## config.mk

```make
export PLATFORM = sky130hd
export DESIGN_NAME = index_allocator_next_preferred_unit
export DESIGN_NICKNAME = d
export VERILOG_FILES = /design/src/design/ianp_pkg.sv /design/src/design/ianp_ctrl.sv /design/src/design/ianp_dp.sv /design/src/design/index_allocator_next_preferred_unit.sv
export SDC_FILE = /design/constraint.sdc
export NUM_CORES = 1
export LEC_CHECK = 0
export BUFFER_PORTS_ARGS = -buffer_cell sky130_fd_sc_hd__buf_2
export CORE_MARGIN = 2
export CORE_UTILIZATION = 60
export CTS_CLUSTER_SIZE = 16
export DETAILED_ROUTE_END_ITERATION = 6
export PLACE_DENSITY = 0.83
export SLEW_MARGIN = 5
export SYNTH_ARGS = -nofsm -noshare
export SYNTH_HDL_FRONTEND = slang
export SYNTH_SLANG_ARGS = --single-unit
```

## constraint.sdc

```tcl
create_clock -name clk -period 11.07 [get_ports clk]
set_input_delay 0 -clock clk [delete_from_list [all_inputs] [get_ports clk]]
set_output_delay 0 -clock clk [all_outputs]
set_load 0.005 [all_outputs]
```

## src/design/ianp_pkg.sv

```systemverilog
// shared types, constants and register map of the index allocator
package ianp_pkg;

	localparam int BASE_W    = 16;
	localparam int COUNT_W   = 7;
	localparam int SLOTS_DEF = 64;
	localparam int CHUNK     = 32;
	localparam int ADDR_W    = 3;
	localparam int DATA_W    = 32;

	localparam logic [BASE_W-1:0]  BASE_RESET  = 16'd0;
	localparam logic [COUNT_W-1:0] COUNT_RESET = 7'd64;

	// operation codes of a request
	localparam logic OP_ALLOC = 1'b0;
	localparam logic OP_CLEAR = 1'b1;

	// register select, taken from paddr bit 2
	localparam logic REG_BASE_IDX  = 1'b0;
	localparam logic REG_COUNT_IDX = 1'b1;

	typedef struct packed {
		logic              op;
		logic [BASE_W-1:0] current_index;
	} in_item_t;

	typedef struct packed {
		logic              granted;
		logic [BASE_W-1:0] index;
	} out_item_t;

	typedef struct packed {
		logic load;
		logic clear;
		logic take_pref;
		logic take_scan;
		logic fail;
		logic next_chunk;
		logic push;
	} cmd_t;

	typedef struct packed {
		logic is_clear;
		logic pref_hit;
		logic chunk_hit;
		logic last_chunk;
	} status_t;

endpackage

```

## src/design/ianp_ctrl.sv

```systemverilog
// sequencing state machine of the index allocator
module ianp_ctrl (
	input  logic             clk,
	input  logic             arst_n,
	input  logic             in_valid,
	output logic             in_ready,
	output logic             out_valid,
	input  logic             out_ready,
	input  ianp_pkg::status_t status,
	output ianp_pkg::cmd_t    cmd
);
	import ianp_pkg::*;

	typedef enum logic [1:0] {
		S_IDLE,
		S_PREF,
		S_SCAN,
		S_FINISH
	} state_t;

	state_t state_q;

	assign in_ready = (state_q == S_IDLE);

	always_comb begin
		cmd = '0;
		unique case (state_q)
			S_IDLE: begin
				cmd.load = in_valid;
			end
			S_PREF: begin
				priority if (status.is_clear) begin
					cmd.clear = 1'b1;
				end else if (status.pref_hit) begin
					cmd.take_pref = 1'b1;
				end else begin
					// no decision yet, the chunk search follows
				end
			end
			S_SCAN: begin
				priority if (status.chunk_hit) begin
					cmd.take_scan = 1'b1;
				end else if (status.last_chunk) begin
					cmd.fail = 1'b1;
				end else begin
					cmd.next_chunk = 1'b1;
				end
			end
			S_FINISH: begin
				cmd.push = !out_valid || out_ready;
			end
			default: begin
				cmd = '0;
			end
		endcase
	end

	always_ff @(posedge clk or negedge arst_n) begin
		if (!arst_n) begin
			state_q   <= S_IDLE;
			out_valid <= 1'b0;
		end else begin
			unique case (state_q)
				S_IDLE: begin
					if (in_valid) state_q <= S_PREF;
				end
				S_PREF: begin
					if (status.is_clear || status.pref_hit) state_q <= S_FINISH;
					else state_q <= S_SCAN;
				end
				S_SCAN: begin
					if (status.chunk_hit || status.last_chunk) state_q <= S_FINISH;
				end
				S_FINISH: begin
					if (cmd.push) state_q <= S_IDLE;
				end
				default: begin
					state_q <= S_IDLE;
				end
			endcase
			if (cmd.push) out_valid <= 1'b1;
			else if (out_ready) out_valid <= 1'b0;
		end
	end

	a_one_decision: assert property (@(posedge clk) disable iff (!arst_n)
		$onehot0({cmd.clear, cmd.take_pref, cmd.take_scan, cmd.fail}))
		else $error("more than one decision in a cycle");

	a_push_free: assert property (@(posedge clk) disable iff (!arst_n)
		cmd.push |-> (!out_valid || out_ready))
		else $error("result pushed over a waiting result");

	a_accept_pref: assert property (@(posedge clk) disable iff (!arst_n)
		(in_valid && in_ready) |=> (state_q == S_PREF))
		else $error("transfer not followed by successor check");

endmodule

```

## src/design/ianp_dp.sv

```systemverilog
// taken bitmap, successor check, chunked free-slot search and result registers
module ianp_dp #(
	parameter int SLOTS = ianp_pkg::SLOTS_DEF
) (
	input  logic                           clk,
	input  logic                           arst_n,
	input  ianp_pkg::cmd_t                 cmd,
	output ianp_pkg::status_t              status,
	input  ianp_pkg::in_item_t             in_data,
	input  logic [ianp_pkg::BASE_W-1:0]    base,
	input  logic [ianp_pkg::COUNT_W-1:0]   count,
	output ianp_pkg::out_item_t            out_data
);
	import ianp_pkg::*;

	// slot_count cannot reach beyond this, so no more bits are ever used
	localparam int MaxUse  = (1 << COUNT_W) - 1;
	localparam int MapBits = (SLOTS < MaxUse) ? SLOTS : MaxUse;
	localparam int SW      = $clog2(MapBits);
	localparam int CKW     = $clog2(CHUNK);
	localparam int NChunk  = (MapBits + CHUNK - 1) / CHUNK;
	localparam int CW      = (NChunk > 1) ? $clog2(NChunk) : 1;
	localparam int GW      = CW + CKW;

	logic [MapBits-1:0]       taken_q;
	logic                     op_q;
	logic [BASE_W-1:0]        cur_q;
	logic [CW-1:0]            chunk_q;
	logic                     res_granted_q;
	logic [BASE_W-1:0]        res_index_q;
	out_item_t                out_q;

	logic [COUNT_W-1:0]       n;
	logic [BASE_W-1:0]        diff;
	logic [BASE_W:0]          succ;
	logic                     pref_ok;
	logic [SW-1:0]            pref_slot;
	logic [MapBits-1:0]       free_v;
	logic [NChunk*CHUNK-1:0]  pad;
	logic [CHUNK-1:0]         chunk_v;
	logic                     hit;
	logic [CKW-1:0]           pos;
	logic [GW-1:0]            scan_slot;

	assign n = (count > COUNT_W'(MapBits)) ? COUNT_W'(MapBits) : count;

	// successor of the caller's index, only when it stays inside the range
	assign diff      = cur_q - base;
	assign succ      = {1'b0, diff} + (BASE_W + 1)'(1);
	assign pref_ok   = (cur_q >= base) && (succ < (BASE_W + 1)'(n));
	assign pref_slot = succ[SW-1:0];

	for (genvar p = 0; p < NChunk * CHUNK; p++) begin : g_pad
		if (p < MapBits) begin : g_used
			assign free_v[p] = (COUNT_W'(p) < n) && !taken_q[p];
			assign pad[p]    = free_v[p];
		end else begin : g_spare
			assign pad[p] = 1'b0;
		end
	end

	assign chunk_v = pad[{chunk_q, CKW'(0)} +: CHUNK];

	// lowest free slot in the current chunk
	always_comb begin
		hit = 1'b0;
		pos = '0;
		for (int j = CHUNK - 1; j >= 0; j--) begin
			if (chunk_v[j]) begin
				hit = 1'b1;
				pos = CKW'(j);
			end
		end
	end

	assign scan_slot = {chunk_q, pos};

	assign status.is_clear   = (op_q == OP_CLEAR);
	assign status.pref_hit   = (op_q == OP_ALLOC) && pref_ok && !taken_q[pref_slot];
	assign status.chunk_hit  = hit;
	assign status.last_chunk = (chunk_q == CW'(NChunk - 1));

	always_ff @(posedge clk or negedge arst_n) begin
		if (!arst_n) begin
			taken_q <= '0;
			chunk_q <= '0;
		end else begin
			if (cmd.clear) taken_q <= '0;
			else if (cmd.take_pref) taken_q[pref_slot] <= 1'b1;
			else if (cmd.take_scan) taken_q[scan_slot[SW-1:0]] <= 1'b1;
			if (cmd.load) chunk_q <= '0;
			else if (cmd.next_chunk) chunk_q <= chunk_q + CW'(1);
		end
	end

	always_ff @(posedge clk) begin
		if (cmd.load) begin
			op_q  <= in_data.op;
			cur_q <= in_data.current_index;
		end
		if (cmd.take_pref) begin
			res_granted_q <= 1'b1;
			res_index_q   <= base + BASE_W'(pref_slot);
		end else if (cmd.take_scan) begin
			res_granted_q <= 1'b1;
			res_index_q   <= base + BASE_W'(scan_slot);
		end else if (cmd.clear || cmd.fail) begin
			res_granted_q <= 1'b0;
			res_index_q   <= '0;
		end
		if (cmd.push) begin
			out_q.granted <= res_granted_q;
			out_q.index   <= res_index_q;
		end
	end

	assign out_data = out_q;

	a_scan_in_range: assert property (@(posedge clk) disable iff (!arst_n)
		cmd.take_scan |-> (32'(scan_slot) < 32'(n)))
		else $error("search took a slot outside the range");

	a_pref_marked: assert property (@(posedge clk) disable iff (!arst_n)
		cmd.take_pref |=> taken_q[$past(pref_slot)])
		else $error("successor slot not marked taken");

	a_clear_empty: assert property (@(posedge clk) disable iff (!arst_n)
		cmd.clear |=> (taken_q == '0))
		else $error("bitmap not empty after clear");

endmodule

```

## src/design/index_allocator_next_preferred_unit.sv

```systemverilog
// top level of the index allocator: register port, controller and datapath
// a request is taken in S_IDLE; S_PREF settles a clear or a free successor,
//   otherwise S_SCAN searches chunks of 32 slots, and S_FINISH hands the result on
// once the output register is free; a new request is taken only after that, and the
//   single 32-slot priority encoder walks the bitmap one chunk a cycle
// reset: all slots free, base_index 0, slot_count 64, no result pending
module index_allocator_next_preferred_unit #(
	parameter int SLOTS = ianp_pkg::SLOTS_DEF
) (
	input  logic                         clk,
	input  logic                         arst_n,
	// register port
	input  logic                         psel,
	input  logic                         penable,
	input  logic                         pwrite,
	input  logic [ianp_pkg::ADDR_W-1:0]  paddr,
	input  logic [ianp_pkg::DATA_W-1:0]  pwdata,
	output logic [ianp_pkg::DATA_W-1:0]  prdata,
	output logic                         pready,
	// request channel
	input  logic                         in_valid,
	output logic                         in_ready,
	input  ianp_pkg::in_item_t           in_data,
	// result channel
	output logic                         out_valid,
	input  logic                         out_ready,
	output ianp_pkg::out_item_t          out_data
);
	import ianp_pkg::*;

	logic [BASE_W-1:0]  base_q;
	logic [COUNT_W-1:0] count_q;
	logic               wr_en;
	cmd_t               cmd;
	status_t            status;

	// register writes finish in the access phase, never stalled
	assign pready = 1'b1;
	assign wr_en  = psel && penable && pwrite;

	always_ff @(posedge clk or negedge arst_n) begin
		if (!arst_n) begin
			base_q  <= BASE_RESET;
			count_q <= COUNT_RESET;
		end else if (wr_en) begin
			unique case (paddr[2])
				REG_BASE_IDX:  base_q  <= pwdata[BASE_W-1:0];
				REG_COUNT_IDX: count_q <= pwdata[COUNT_W-1:0];
				default:       base_q  <= base_q;
			endcase
		end
	end

	// read back of the two registers, zero extended
	always_comb begin
		unique case (paddr[2])
			REG_BASE_IDX:  prdata = DATA_W'(base_q);
			REG_COUNT_IDX: prdata = DATA_W'(count_q);
			default:       prdata = '0;
		endcase
	end

	// controller: accepts a request only when idle, then checks the successor,
	// walks the chunks if needed and hands the result to the output register
	ianp_ctrl u_ctrl (
		.clk       (clk),
		.arst_n    (arst_n),
		.in_valid  (in_valid),
		.in_ready  (in_ready),
		.out_valid (out_valid),
		.out_ready (out_ready),
		.status    (status),
		.cmd       (cmd)
	);

	// datapath: bitmap, successor test, chunk search and result/output registers
	ianp_dp #(
		.SLOTS (SLOTS)
	) u_dp (
		.clk      (clk),
		.arst_n   (arst_n),
		.cmd      (cmd),
		.status   (status),
		.in_data  (in_data),
		.base     (base_q),
		.count    (count_q),
		.out_data (out_data)
	);

endmodule
```

## Word level (Yosys, flattened, before mapping)

Index checks and enable logic that the tools add are counted.

| word-level totals | value |
|---|---|
| memories kept | 0 |
| latch bits | 0 |
| RAM bits | 0 |
| register bits | 142 |
| ROM bits | 0 |

| cells by class | value |
|---|---|
| eq/ne operators | 6 |
| bitwise operators | 4 |
| $mul | 0 |
| divide/modulo/power cells | 0 |
| reductions and logical operators | 150 |
| add/subtract/negate cells | 5 |
| shift-type cells | 1 |
| multiplexer cells | 98 |
| order comparisons | 71 |

Operator list:

| operator | number |
|---|---|
| $lt A6 B7 Y1 const A | 32 |
| $mux W64 | 3 |
| $mux W5 | 32 |
| $or A64 B64 Y64 | 2 |
| $lt A5 B7 Y1 const A | 16 |
| $logic_and A1 B1 Y1 | 71 |
| $logic_not A1 Y1 | 66 |
| $pmux W32 S2 | 1 |
| $shiftx A64 B7 Y32 | 1 |
| $lt A4 B7 Y1 const A | 8 |
| $mux W1 | 48 |
| $mux W16 | 3 |
| $add A16 B6 Y16 | 2 |
| $lt A3 B7 Y1 const A | 4 |
| $add A16 B1 Y17 const B | 1 |
| $lt A17 B7 Y1 | 1 |
| $ge A16 B16 Y1 | 1 |
| $sub A16 B16 Y16 | 1 |
| $lt A1 B7 Y1 const A | 2 |
| $lt A2 B7 Y1 const A | 2 |
| $lt A6 B7 Y1 const B | 2 |
| $demux W1 S6 | 2 |
| $ge A6 B1 Y1 const B | 2 |
| $mux W2 | 5 |
| 18 further kinds | 27 |

## Depth between registers and ports, before layout

Gate-level depths: netlist (run 1).

| logic depth | value |
|---|---|
| depth after elaboration | 45 |
| mapped depth | 22 |
| mapped depth without buffers | 20 |

## Modules after synthesis

A second synthesis (run 1) with hierarchy kept.

| unflattened totals | value |
|---|---|
| cells, all modules | 1084 |
| area, all modules | 10373.7 µm² |

Modules (own cells, without submodules):

| module | area an instance (µm²) | times used | cells an instance | sequential area each (µm²) |
|---|---|---|---|---|
| ianp_dp | 8893.5 | 1 | 970 | 3148.0 |
| index_allocator_next_preferred_unit | 1206.2 | 1 | 86 | 576.8 |
| ianp_ctrl | 274.0 | 1 | 28 | 75.1 |

## Worst setup path after synthesis (run 1)

Ideal clock, no wire load.

| timing | value |
|---|---|
| path kind | flip-flop to flip-flop |
| start point | register base_q[1] |
| end point | register u_dp.res_index_q[0], enable pin |
| setup slack | 6.330 ns |
| library setup time | 0.376 ns |
| buffers on the path | 1 |
| data required time | 10.694 ns |
| data arrival time | 4.364 ns |
| cell stages (with the launch flop) | 18 |
| cell sequence | dfrtp_1 > inv_1 > fa_1 > a211oi_2 > o21bai_1 > xor2_1 > a31oi_1 > nor2_1 > inv_1 > ha_1 > o21ai_0 > a21o_1 > a21oi_1 > nand2b_1 > or4_1 > nand4b_4 > clkbuf_1 > nand3_1 |

| on the way | value |
|---|---|
| word-level cells in the longest chain between the ends | 10 |

Ends and longest elaborated chain:

| item | RTL line | source |
|---|---|---|
| start, declared | index_allocator_next_preferred_unit.sv:31 | `logic [BASE_W-1:0] base_q;` |
| start signal, assigned | index_allocator_next_preferred_unit.sv:47 | `REG_BASE_IDX: base_q <= pwdata[BASE_W-1:0];` |
| start signal, assigned | index_allocator_next_preferred_unit.sv:49 | `default: base_q <= base_q;` |
| $sub A16 B16 Y16 | ianp_dp.sv:48 | `assign diff = cur_q - base;` |
| $add A16 B1 Y17 | ianp_dp.sv:49 | `assign succ = {1'b0, diff} + (BASE_W + 1)'(1);` |
| $lt A17 B7 Y1 / $bmux W1 S6 (equally long branches) | ianp_dp.sv:50, ianp_dp.sv:79 |  |
| $logic_and A1 B1 Y1 / $mux W1 (equally long branches) | ianp_dp.sv:50, ianp_dp.sv:79 |  |
| $logic_and A1 B1 Y1 / $logic_not A1 Y1 (equally long branches) | ianp_dp.sv:79 | `assign status.pref_hit = (op_q == OP_ALLOC) && pref_ok && !taken_q[pref_slot];` |
| $logic_and A1 B1 Y1 * | ianp_dp.sv:79 |  |
| $mux W1 * | ianp_ctrl.sv:34 | `end else if (status.pref_hit) begin` |
| $mux W1 * | ianp_ctrl.sv:32 | `priority if (status.is_clear) begin` |
| $mux W2 * | ianp_ctrl.sv:27 | `unique case (state_q)` |
| $reduce_bool A3 Y1 (no line) * | n/a |  |
| end signal, assigned | ianp_dp.sv:103 | `res_index_q <= base + BASE_W'(pref_slot);` |
| end signal, assigned | ianp_dp.sv:106 | `res_index_q <= base + BASE_W'(scan_slot);` |
| end, declared | ianp_dp.sv:30 | `logic [BASE_W-1:0] res_index_q;` |

Mark *: on every way between the ends. The rest lies on a longest branch, timed or not. The select of a mux whose other input is x is not followed.
A chain may end at the register's enable or synchronous reset.

## Worst setup path after layout (run 1)

| timing | value |
|---|---|
| start point | register base_q[0] |
| end point | register u_dp.taken_q[53] |

| on the way | value |
|---|---|
| word-level cells in the longest chain between the ends | 11 |

Ends and longest elaborated chain:

| item | RTL line | source |
|---|---|---|
| $sub A16 B16 Y16 | ianp_dp.sv:48 |  |
| $add A16 B1 Y17 | ianp_dp.sv:49 |  |
| $lt A17 B7 Y1 / $bmux W1 S6 (equally long branches) | ianp_dp.sv:50, ianp_dp.sv:79 |  |
| $logic_and A1 B1 Y1 / $mux W1 (equally long branches) | ianp_dp.sv:50, ianp_dp.sv:79 |  |
| $logic_and A1 B1 Y1 / $logic_not A1 Y1 (equally long branches) | ianp_dp.sv:79 |  |
| $logic_and A1 B1 Y1 | ianp_dp.sv:79 |  |
| $mux W1 | ianp_ctrl.sv:34 |  |
| $mux W1 | ianp_ctrl.sv:32 |  |
| $mux W2 | ianp_ctrl.sv:27 |  |
| $mux W64 | ianp_dp.sv:89 | `else if (cmd.take_pref) taken_q[pref_slot] <= 1'b1;` |
| $mux W64 | ianp_dp.sv:88 | `if (cmd.clear) taken_q <= '0;` |
| end signal, assigned | ianp_dp.sv:88 |  |
| end signal, assigned by index | ianp_dp.sv:89 |  |
| end signal, assigned by index | ianp_dp.sv:90 | `else if (cmd.take_scan) taken_q[scan_slot[SW-1:0]] <= 1'b1;` |
| end, declared | ianp_dp.sv:25 | `logic [MapBits-1:0] taken_q;` |

Several ways; a longest one is shown, not always the timed one. The select of a mux whose other input is x is not followed.

==> results of run 1 <==
[through the flow]
stage	setup slack [ns]	area (um^2)	instances
final	3.71	11800	1459
after global routing	3.59	11800	1459
after CTS	3.98	11800	1459
after detailed placement	4.03	10800	1392
after global placement	4.11	10800	1392
after floorplan	6.33	10500	1160
[cell usage after synthesis (12+ instances only)]
library cell    n
a211o_1        12
a211oi_1       25
a21o_1         15
a21oi_1        56
a22oi_1        18
and2_1         13
buf_2          17
buf_4          22
clkbuf_1       29
dfrtp_1        90
edfxtp_1       50
ha_1           39
inv_1          41
mux2_2         29
mux2i_1        12
nand2_1        88
nand2b_1       13
nand3_1        31
nand4_1        16
nor2_1         74
nor2b_1        19
nor3_1         53
o21ai_0       110
o221ai_1       15
o22ai_1        14
or3_1          19
xnor2_1        16
[repair_timing]
item,4_1_cts,5_1_grt
setup buffers,0,0
endpoints found under the hold margin,78,0
hold buffers,35,0
[how the worst max path moves through the flow]
stage                                endpoint  cells after the start
after floorplan           u_dp.res_index_q[0]                     17
after global placement       u_dp.taken_q[53]                     14
after detailed placement     u_dp.taken_q[53]                     14
after CTS                    u_dp.taken_q[53]                     14
after global routing         u_dp.taken_q[53]                     14
final                        u_dp.taken_q[53]                     14
[critical path, stage by stage (launching register included)]
cell	delay [ns]
dfrtp_1	0.53
ha_1	1.11
clkinv_1	0.60
ha_1	0.52
xnor2_4	0.54
inv_2	0.31
mux2_4	0.37
a32o_1	0.23
or3_1	0.42
a221o_1	0.38
nor4_4	0.43
nand3_4	0.61
and2_1	0.52
nand4_1	0.42
o221ai_1	0.18
[state kept, by name (all words and copies together) (netlist names)]
name / cells
u_dp.res_granted_q: 1
u_dp.res_index_q: 16
u_dp.chunk_q: 1
u_dp.taken_q: 64
u_dp.op_q: 1
u_dp.cur_q: 16
u_ctrl.state_q: 2
count_q: 7
base_q: 16
u_dp.out_data: 17
u_ctrl.out_valid: 1
[layout by cell type, fill, tap and decap left out, drive strengths merged, types with 17 or more instances in the layout]
cell type,instances
a211oi,27
a21oi,56
a22oi,18
buf,80
clkbuf,18
conb,17
dfrtp,90
dlygate4sd3,35
edfxtp,50
ha,39
inv,51
mux2,31
nand2,88
nand3,32
nor2,75
nor2b,19
nor3,54
o21ai,115
or3,19
xnor2,17
[cell type report]
cell class,count,area share (%)
clock buffers,18,3.82
clock inverters,14,1.35
multi-input cells,901,52.3
inverters,44,1.40
repair buffers,115,6.49
flip-flops and latches,142,32.2
well taps,225,2.39
[metal layers]
layer	vias to the layer above	track usage (%)
li1	4510	-
met1	4931	50.2
met2	777	57.2
met3	156	12.1
met4	0	17.0
met5	-	0.833
[kinds of logic (layout without fill, tap and decap cells)]
kind of cell	count (synthesis)	count (layout)	share of synthesized area [%]
xor gates and xnor gates	27	27	2.75
other	2	17	0.0717
DFF	142	142	36.3
adders and majority gates	41	41	5.04
muxes	53	53	6.61
buffers and inverters	117	191	5.40
AOI/OAI and AO/OA	372	372	23.9
and+or+nand+nor	391	391	20.0
[power by group]
| part | total [mW] | leakage (nW) | switching, mW | internal [mW] |
|---|---|---|---|---|
| combinational | 1.46 | 2.77 | 0.963 | 0.492 |
| clock | 0.602 | 0.294 | 0.267 | 0.334 |
| sequential | 0.774 | 1.70 | 0.0978 | 0.676 |
| total | 2.83 | 4.76 | 1.33 | 1.50 |
==> reports/qor.yml, run 1 <==
outcome: "finished clean"
num_io_pins: 111
yosysSeqAreaShare_pct: 36.3
total_power_mw: 2.83
r2r-start: "base_q[0]"
clk_pin_slew_ns: 0.08
io_buffers: 75
cp_max_fo: 54
hold_path_class: "input pin to register"
syn2layout_area_growth_pct: 12.5
synth_ff_type: "dfrtp_1"
netlist_instances: 1145
final_antenna_net_count: 0
ff_latch_area_um2: 3800
maxSlewHeadroom_pct: 15.1
vdd_drop_max_v: 0.000209
fill_cells: 1352
period_minus_slack_ns: 7.36
nets: 1321
core_um2: 17200
min_path_cells: 4
crit_required_ns: 11.36
hold_path_end: "u_ctrl.state_q[1]"
worstRegToRegCells: 14
drtIter0Drc: 1458
syn_area_um2: 10500
cts-root-buf: "clkbuf_16"
yosys_warnings: 0
finClkSkew_ns: 0.0131
cts-buffers-inserted: 17
clk_path_buf_depth: 2
critPathCaptureType: "register"
yosys.area.top_type: "dfrtp_1"
finalHoldViolCount: 0
cts_max_level: 4
post-route-drc-count: 0
avgRoutedWirePerCell_um: 24.1
routed.top_layer: "met4"
worstHoldStart: "in_valid"
slew_violations: 0
period_share_pct: 66.5
wl_met2_um: 15600
synth_top_area_share_pct: 21.5
drt_wl_total_um: 35100
wl_met3_um: 4620
dieHeight_um: 136
cp_data_arrival_time_ns: 7.65
clock_sinks: 142
grt_pass1_wl_um: 53100
drive_gt1_share_pct: 15.0
syn_area_per_cell_um2: 9.15
finalSetupTns_ns: 0
cap_violations: 0
grt_max_degree: 59
antenna_found_initial: 0
grt_setup_unrepaired: "no"
globalRouteOverflowTotal: 0
multiInputGateArea_um2: 6170
startpoint: "base_q[0]"
hold_slack_ns: 0.0703
die_width_um: 136
start_util_pct: 61.0
viasPerCell: 7.11
cts_tree: "done"
clk_latency_ns: 0.45
track_usage_pct: 38.0
num_rows: 48
r2r_end: "u_dp.taken_q[53]"
yosys_register_bits: 142
vias: 10400
grt_pass1_vias: 9518
power.density_nw_per_um2: 240
gp_congestion: 1.03
fmax_mhz: 136
detailed_place_hpwl_um: 24500
drtPass1Iterations: 6
startpoint_type: "register"
insertedDiodeCount: 0
crit_type: "register to register"
utilization_pct: 68.6
synth-async-reset-ratio_pct: 64.1
finalSetupViolCount: 0
synthTopCellsByArea: "dfrtp_1 (21%), edfxtp_1 (14%), o21ai_0 (5.3%)"
met1_length_um: 13200
cts_resized: 0
r2r_slack_ns: 3.71
p_leak_nw: 4.76
die_area_um2: 18500
synth_edf_count: 50
tightest_slew_ns: 1.26
ys_types: 100
No activity file was read; power rests on OpenSTA's default activity.
==> inputs of run 2 (changes only) <==
Clock period 11.07 ns to 7 ns, I/O delays scaled along.
==> run 2 against run 1 <==
Against the previous run:
- combinational power rose by 60%
- clock skew rose by 0.0017 ns
- sequential share of layout area fell by 0.11 points
- critical path depth rose by 2
- final cell count rose by 0.48%
- non-clock buffer count rose by 7
- final area rose by 0.33%
- critical endpoint is now u_dp.taken_q[16]
- power rose by 58%
- via count fell by 0.50%
- clock power rose by 52%
- largest cell class unchanged
- routed wire length fell by 0.81%
- die area did not move
==> reports/qor.yml, run 2 (synthesized netlist as in run 1, its figures left out) <==
outcome: "finished clean"
avgRoutedWirePerCell_um: 23.8  # -1.3%
grtUsageMet2_pct: 57.4  # +0.17 points
finalSetupViolCount: 0  # unchanged
critPathCaptureType: "register"
grt_pass1_vias: 9469  # -0.51%
cp_data_arrival_time_ns: 6.27  # -1.38 ns
gr-usage-met3_pct: 12.7  # +0.60 points
grt_max_degree: 64  # +8.5%
regMostFlops: "u_dp.taken_q"
cts_tree: "done"
r2r_end: "u_dp.taken_q[16]"
viasPerCell: 7.04  # -0.98%
period_share_pct: 85.2  # +19 points
total_power_mw: 4.47  # +58%
vdd_drop_max_v: 0.000290  # +38%
die_area_um2: 18500  # unchanged
track_usage_pct: 37.8  # -0.20 points
cts-root-buf: "clkbuf_16"
cap_violations: 0  # unchanged
grtUsageMet1_pct: 49.5  # -0.64 points
grt_setup_unrepaired: "no"
layout_commonest_cell: "o21ai_0"
cts_setup_buffers: 0  # unchanged
gp_congestion: 1.06  # +3.7%
drtIter0Drc: 1787  # +23%
vias: 10300  # -0.50%
grt_busiest_layer: "met2"
tightest_slew_ns: 1.06  # -0.198 ns
core_um2: 17200  # unchanged
fill_cells: 1336  # -1.2%
r2r-start: "base_q[0]"
finClkSkew_ns: 0.0148  # +0.00169 ns
start_util_pct: 61.0  # unchanged
antenna_found_initial: 1  # +1
die_width_um: 136  # unchanged
worstRegToRegCells: 16  # +2
crit_required_ns: 7.31  # -4.05 ns
drive_gt1_share_pct: 15.4  # +0.41 points
drt_wl_total_um: 34800  # -0.81%
critical-path-slowest-cell: "dfrtp_1"
syn2layout_area_growth_pct: 12.9
clock_sinks: 142  # unchanged
num_io_pins: 111  # unchanged
final_antenna_net_count: 0  # unchanged
post-route-drc-count: 0  # unchanged
path_cells: "ha_1 > inv_1 > fa_1 > ha_1 > xnor2_4 > inv_2 > mux2_4 > a32o_1 > or3_1 > a221o_1 > nor4_4 > nand3_4 > buf_4 > nand4_1 > nand2b_1 > a21oi_1"
clk_path_buf_depth: 2  # unchanged
drtPass1Iterations: 7  # +1
power.density_nw_per_um2: 378  # +57%
max_stage_delay_ns: 0.56  # -0.55 ns
detailed_place_hpwl_um: 24500  # -0.18%
largest_register_ff_count: 64  # unchanged
grt_pass1_wl_um: 52500  # -1.2%
hold_path_class: "input pin to async pin"
crit_path_frequent_cell: "ha_1"
mostFrequentLayoutCells: "o21ai_0 (110), dfrtp_1 (90), nand2_1 (88)"
cp_max_fo: 45  # -17%
cts-buffers-inserted: 17  # unchanged
startpoint_type: "register"
globalRouteOverflowTotal: 0  # unchanged
clk_pin_slew_ns: 0.06  # -0.02 ns
cts_max_level: 4  # unchanged
finalHoldViolCount: 0  # unchanged
io_buffers: 75  # unchanged
maxSlewHeadroom_pct: 28.9  # +14 points
fmax_mhz: 168  # +23%
nets: 1328  # +0.53%
dieHeight_um: 136  # unchanged
clk_latency_ns: 0.43  # -0.02 ns
num_rows: 48  # unchanged
r2r_slack_ns: 1.03  # -2.67 ns
slew_violations: 0  # unchanged
period_minus_slack_ns: 5.97  # -1.40 ns
finalSetupTns_ns: 0  # unchanged
p_leak_nw: 4.79  # +0.66%
crit_type: "register to register"
## run 2: changes by cell type in the layout (fill, tap and decap cells not counted)
cell and delta:
clkinv_8 -1, clkbuf_8 +1, inv_6 -4, clkinv_2 +3
clkbuf_16 +1, inv_8 -3, inv_4 +1, buf_4 +7
clkinv_4 +1, diode_2 +1
## run 2: timing repair
action | in CTS | in global routing
hold buffers | 35 | 0
hold endpoints to repair | 69 | 0
gates resized for setup | 0 | 0
## run 2: layout make-up
| class | instances | area (um^2) | share of cell area [%] |
|---|---|---|---|
| Clock buffer | 20 | 489 | 4.14 |
| Timing Repair Buffer | 122 | 818 | 6.92 |
| Tap cell | 225 | 282 | 2.38 |
| Sequential cell | 142 | 3800 | 32.1 |
| Antenna cell | 1 | 2.50 | 0.0212 |
| Inverter | 44 | 165 | 1.40 |
| Multi-Input combinational cell | 901 | 6170 | 52.2 |
| Clock inverter | 11 | 104 | 0.878 |
## run 2: worst max-delay path: cells and delay by family, from the launching register on
family,cells,cell delay [ns]
AND/OR/NAND/NOR,5,1.83
adder cells (fa/ha/maj),3,1.05
buffers and inverters,3,0.76
AO/OA/AOI/OAI,3,0.69
flip-flops,1,0.56
XOR/XNOR,1,0.55
multiplexers,1,0.37
## run 2: layer usage
layer	up-vias	wire length (um)	share of wire, %
li1	4506	-	-
met1	4885	13200	38
met2	772	15200	44
met3	157	4770	14
met4	2	1610	4.6
met5	-	13	0.037
## run 2: worst max path at each step
stage	startpoint	cells after the start	endpoint
floorplan	base_q[1]	17	u_dp.res_index_q[0]
CTS	base_q[1]	19	u_dp.res_index_q[11]
global placement	base_q[0]	20	u_dp.res_index_q[11]
detailed placement	base_q[1]	19	u_dp.res_index_q[11]
global route	base_q[1]	17	u_dp.res_index_q[11]
finish	base_q[0]	16	u_dp.taken_q[16]
## run 2: where the power goes
group / total [mW] / internal, mW / switching, mW / leakage (nW)
combinational: 2.33 / 0.794 / 1.54 / 2.80
sequential: 1.22 / 1.07 / 0.153 / 1.70
clock: 0.914 / 0.541 / 0.373 / 0.291
## run 2: per-stage QoR
step           area, um^2  setup WS (ns)  util (%)  cells  hold slack, ns
3_3_place_gp        10900           1.39      63.4   1399         -0.0603
3_5_place_dp        10900           1.25      63.4   1399         -0.0551
6_report            11800           1.03      68.9   1466          0.0344
2_1_floorplan       10500           2.26         -   1160          -0.296
4_1_cts             11800           1.21      68.9   1465          0.0302
5_1_grt             11800          0.774      68.9   1465          0.0748
==> inputs of run 3 (changes only) <==
Settings changed: PLACE_DENSITY 0.83 to 0.87, SETUP_SLACK_MARGIN set to 0.5.
==> run 3 against run 2 <==
Against the previous run:
- utilization grew 0.066 points
- global-route usage grew 1.0 points
- first-iteration DRC count shrank 23%
- critical path depth grew 3
- routed wire length grew 2.7%
- critical endpoint is now u_dp.res_index_q[14]
- final area is essentially flat
==> reports/qor.yml, run 3 (synthesized netlist as in run 1, its figures left out) <==
grt_pass1_wl_um: 53800  # +2.6%
die_area_um2: 18500  # unchanged
track_usage_pct: 38.8  # +1.0 points
io_buffers: 75  # unchanged
die_width_um: 136  # unchanged
num_io_pins: 111  # unchanged
clock_sinks: 142  # unchanged
drtIter0Drc: 1375  # -23%
gp_congestion: 1.01  # -4.8%
tightest_slew_ns: 1.22  # +0.152 ns
dp_cells: 1397  # -0.14%
cts_tree: "done"
finalSetupViolCount: 0  # unchanged
syn2layout_area_growth_pct: 13.0  # about the same
insertedDiodeCount: 0  # -1
cts-buffers-inserted: 17  # unchanged
vdd_drop_max_v: 0.000328  # +13%
critPathCaptureType: "register"
core_um2: 17200  # unchanged
largest_register_ff_count: 64  # unchanged
power.density_nw_per_um2: 378  # +0.19%
detailed_place_hpwl_um: 25500  # +4.3%
crit_type: "register to register"
crit_required_ns: 7.27  # -0.04 ns
vias: 10300  # +0.19%
period_share_pct: 87.1  # +1.9 points
cp_data_arrival_time_ns: 6.37  # +0.10 ns
clk_path_buf_depth: 2  # unchanged
clk_pin_slew_ns: 0.07  # about the same
maxSlewHeadroom_pct: 18.1  # -11 points
avgRoutedWirePerCell_um: 24.4  # +2.7%
hold_path_class: "input pin to register"
hold_slack_ns: 0.0524  # +0.0180 ns
cts-root-buf: "clkbuf_16"
post-route-drc-count: 0  # unchanged
drive_gt1_share_pct: 15.3  # -0.093 points
cap_violations: 0  # unchanged
pre_cts_slack_ns: 1.26  # +0.00891 ns
clk_latency_ns: 0.45  # +0.02 ns
startpoint_type: "register"
drt_wl_total_um: 35700  # +2.7%
final-instance-count-excl-fill: 1466  # unchanged
cp_max_fo: 13  # -71%
cts_resized: 0  # unchanged
finClkSkew_ns: 0.0138  # -0.00101 ns
regMostFlops: "u_dp.taken_q"
outcome: "finished clean"
slew_violations: 0  # unchanged
fmax_mhz: 164  # -2.2%
period_minus_slack_ns: 6.10  # +0.132 ns
layout_commonest_cell: "o21ai_0"
num_rows: 48  # unchanged
drtPass1Iterations: 7  # unchanged
grt_max_degree: 69  # +7.8%
antenna_found_initial: 2  # +1
cts_max_level: 4  # unchanged
viasPerCell: 7.05  # +0.19%
finalHoldViolCount: 0  # unchanged
globalRouteOverflowTotal: 0  # unchanged
dieHeight_um: 136  # unchanged
p_leak_nw: 4.78  # about the same
final_antenna_net_count: 0  # unchanged
grt_setup_unrepaired: "no"
start_util_pct: 61.0  # unchanged
nets: 1328  # unchanged
grt_pass1_vias: 9655  # +2.0%
mostFrequentLayoutCells: "o21ai_0 (110), dfrtp_1 (90), nand2_1 (88)"
worst_slack_ns: 0.902  # -0.132 ns
finalSetupTns_ns: 0  # unchanged
run 3: changes by cell type in the layout (fill, tap and decap cells not counted), sizes merged:
cell,delta
inv,+6
clkbuf,-3
buf,-2
clkinv,-2
dlygate4sd3,+2
diode,-1
run 3: through the flow:
stage | utilization [%] | total power [mW] | area, um^2
after floorplan | - | 2.81 | 10500
after global placement | 63.4 | 3.36 | 10900
after detailed placement | 63.4 | 3.43 | 10900
after CTS | 68.9 | 4.38 | 11800
after global routing | 68.9 | 4.69 | 11800
final | 68.9 | 4.48 | 11800
run 3: worst max-delay path: stages, from the launching register on:
cell and delay, ns:
dfrtp_1 0.59, ha_1 0.26, inv_1 0.06, fa_1 0.50
a211oi_2 0.36, o21bai_1 0.22, xor2_1 0.36, a31oi_1 0.15
nor2_1 0.37, inv_1 0.27, ha_1 0.33, o21ai_0 0.07
a21o_1 0.11, a21oi_1 0.11, nand2b_1 0.16, or4_1 0.46
nand4b_4 0.37, mux2i_1 0.65, o21ai_0 0.26, a21oi_1 0.24
run 3: per-layer routing:
layer / share of wire (%) / global-route usage, %
met5: 0.30 / 3.33
met2: 44 / 59.3
met4: 4.9 / 18.0
met3: 14 / 13.0
met1: 37 / 49.5
run 3: area by class of cell:
type / count / area, um^2
inverters: 44 / 165
fillers: 1295 / 5340
repair buffers: 122 / 836
flip-flops and latches: 142 / 3800
multi-input cells: 901 / 6170
clock inverters: 15 / 164
well taps: 225 / 282
clock buffers: 17 / 425
run 3: final timing paths:
kind / depth (start not counted) / slack, ns / endpoint / from
max: 19 / 0.90 / u_dp.res_index_q[14] / base_q[0]
min: 5 / 0.05 / u_ctrl.state_q[1] / in_valid
max reg2reg: 19 / 0.90 / u_dp.res_index_q[14] / base_q[0]
min reg2reg: 0 / 0.41 / u_dp.out_data[11] / u_dp.res_index_q[11]
max in group asynchronous: 4 / 5.26 / count_q[1] / arst_n
min in group asynchronous: 3 / 0.51 / u_dp.taken_q[36] / arst_n
run 3: timing repair:
| item | CTS | global route |
|---|---|---|
| buffers inserted | 0 | 0 |
| hold buffers | 37 | 0 |
| hold endpoints to repair | 64 | 0 |
run 3: power by group:
part | total [mW] | switching (mW) | internal, mW
Combinational | 2.33 | 1.54 | 0.787
Sequential | 1.22 | 0.155 | 1.07
Clock | 0.930 | 0.424 | 0.507
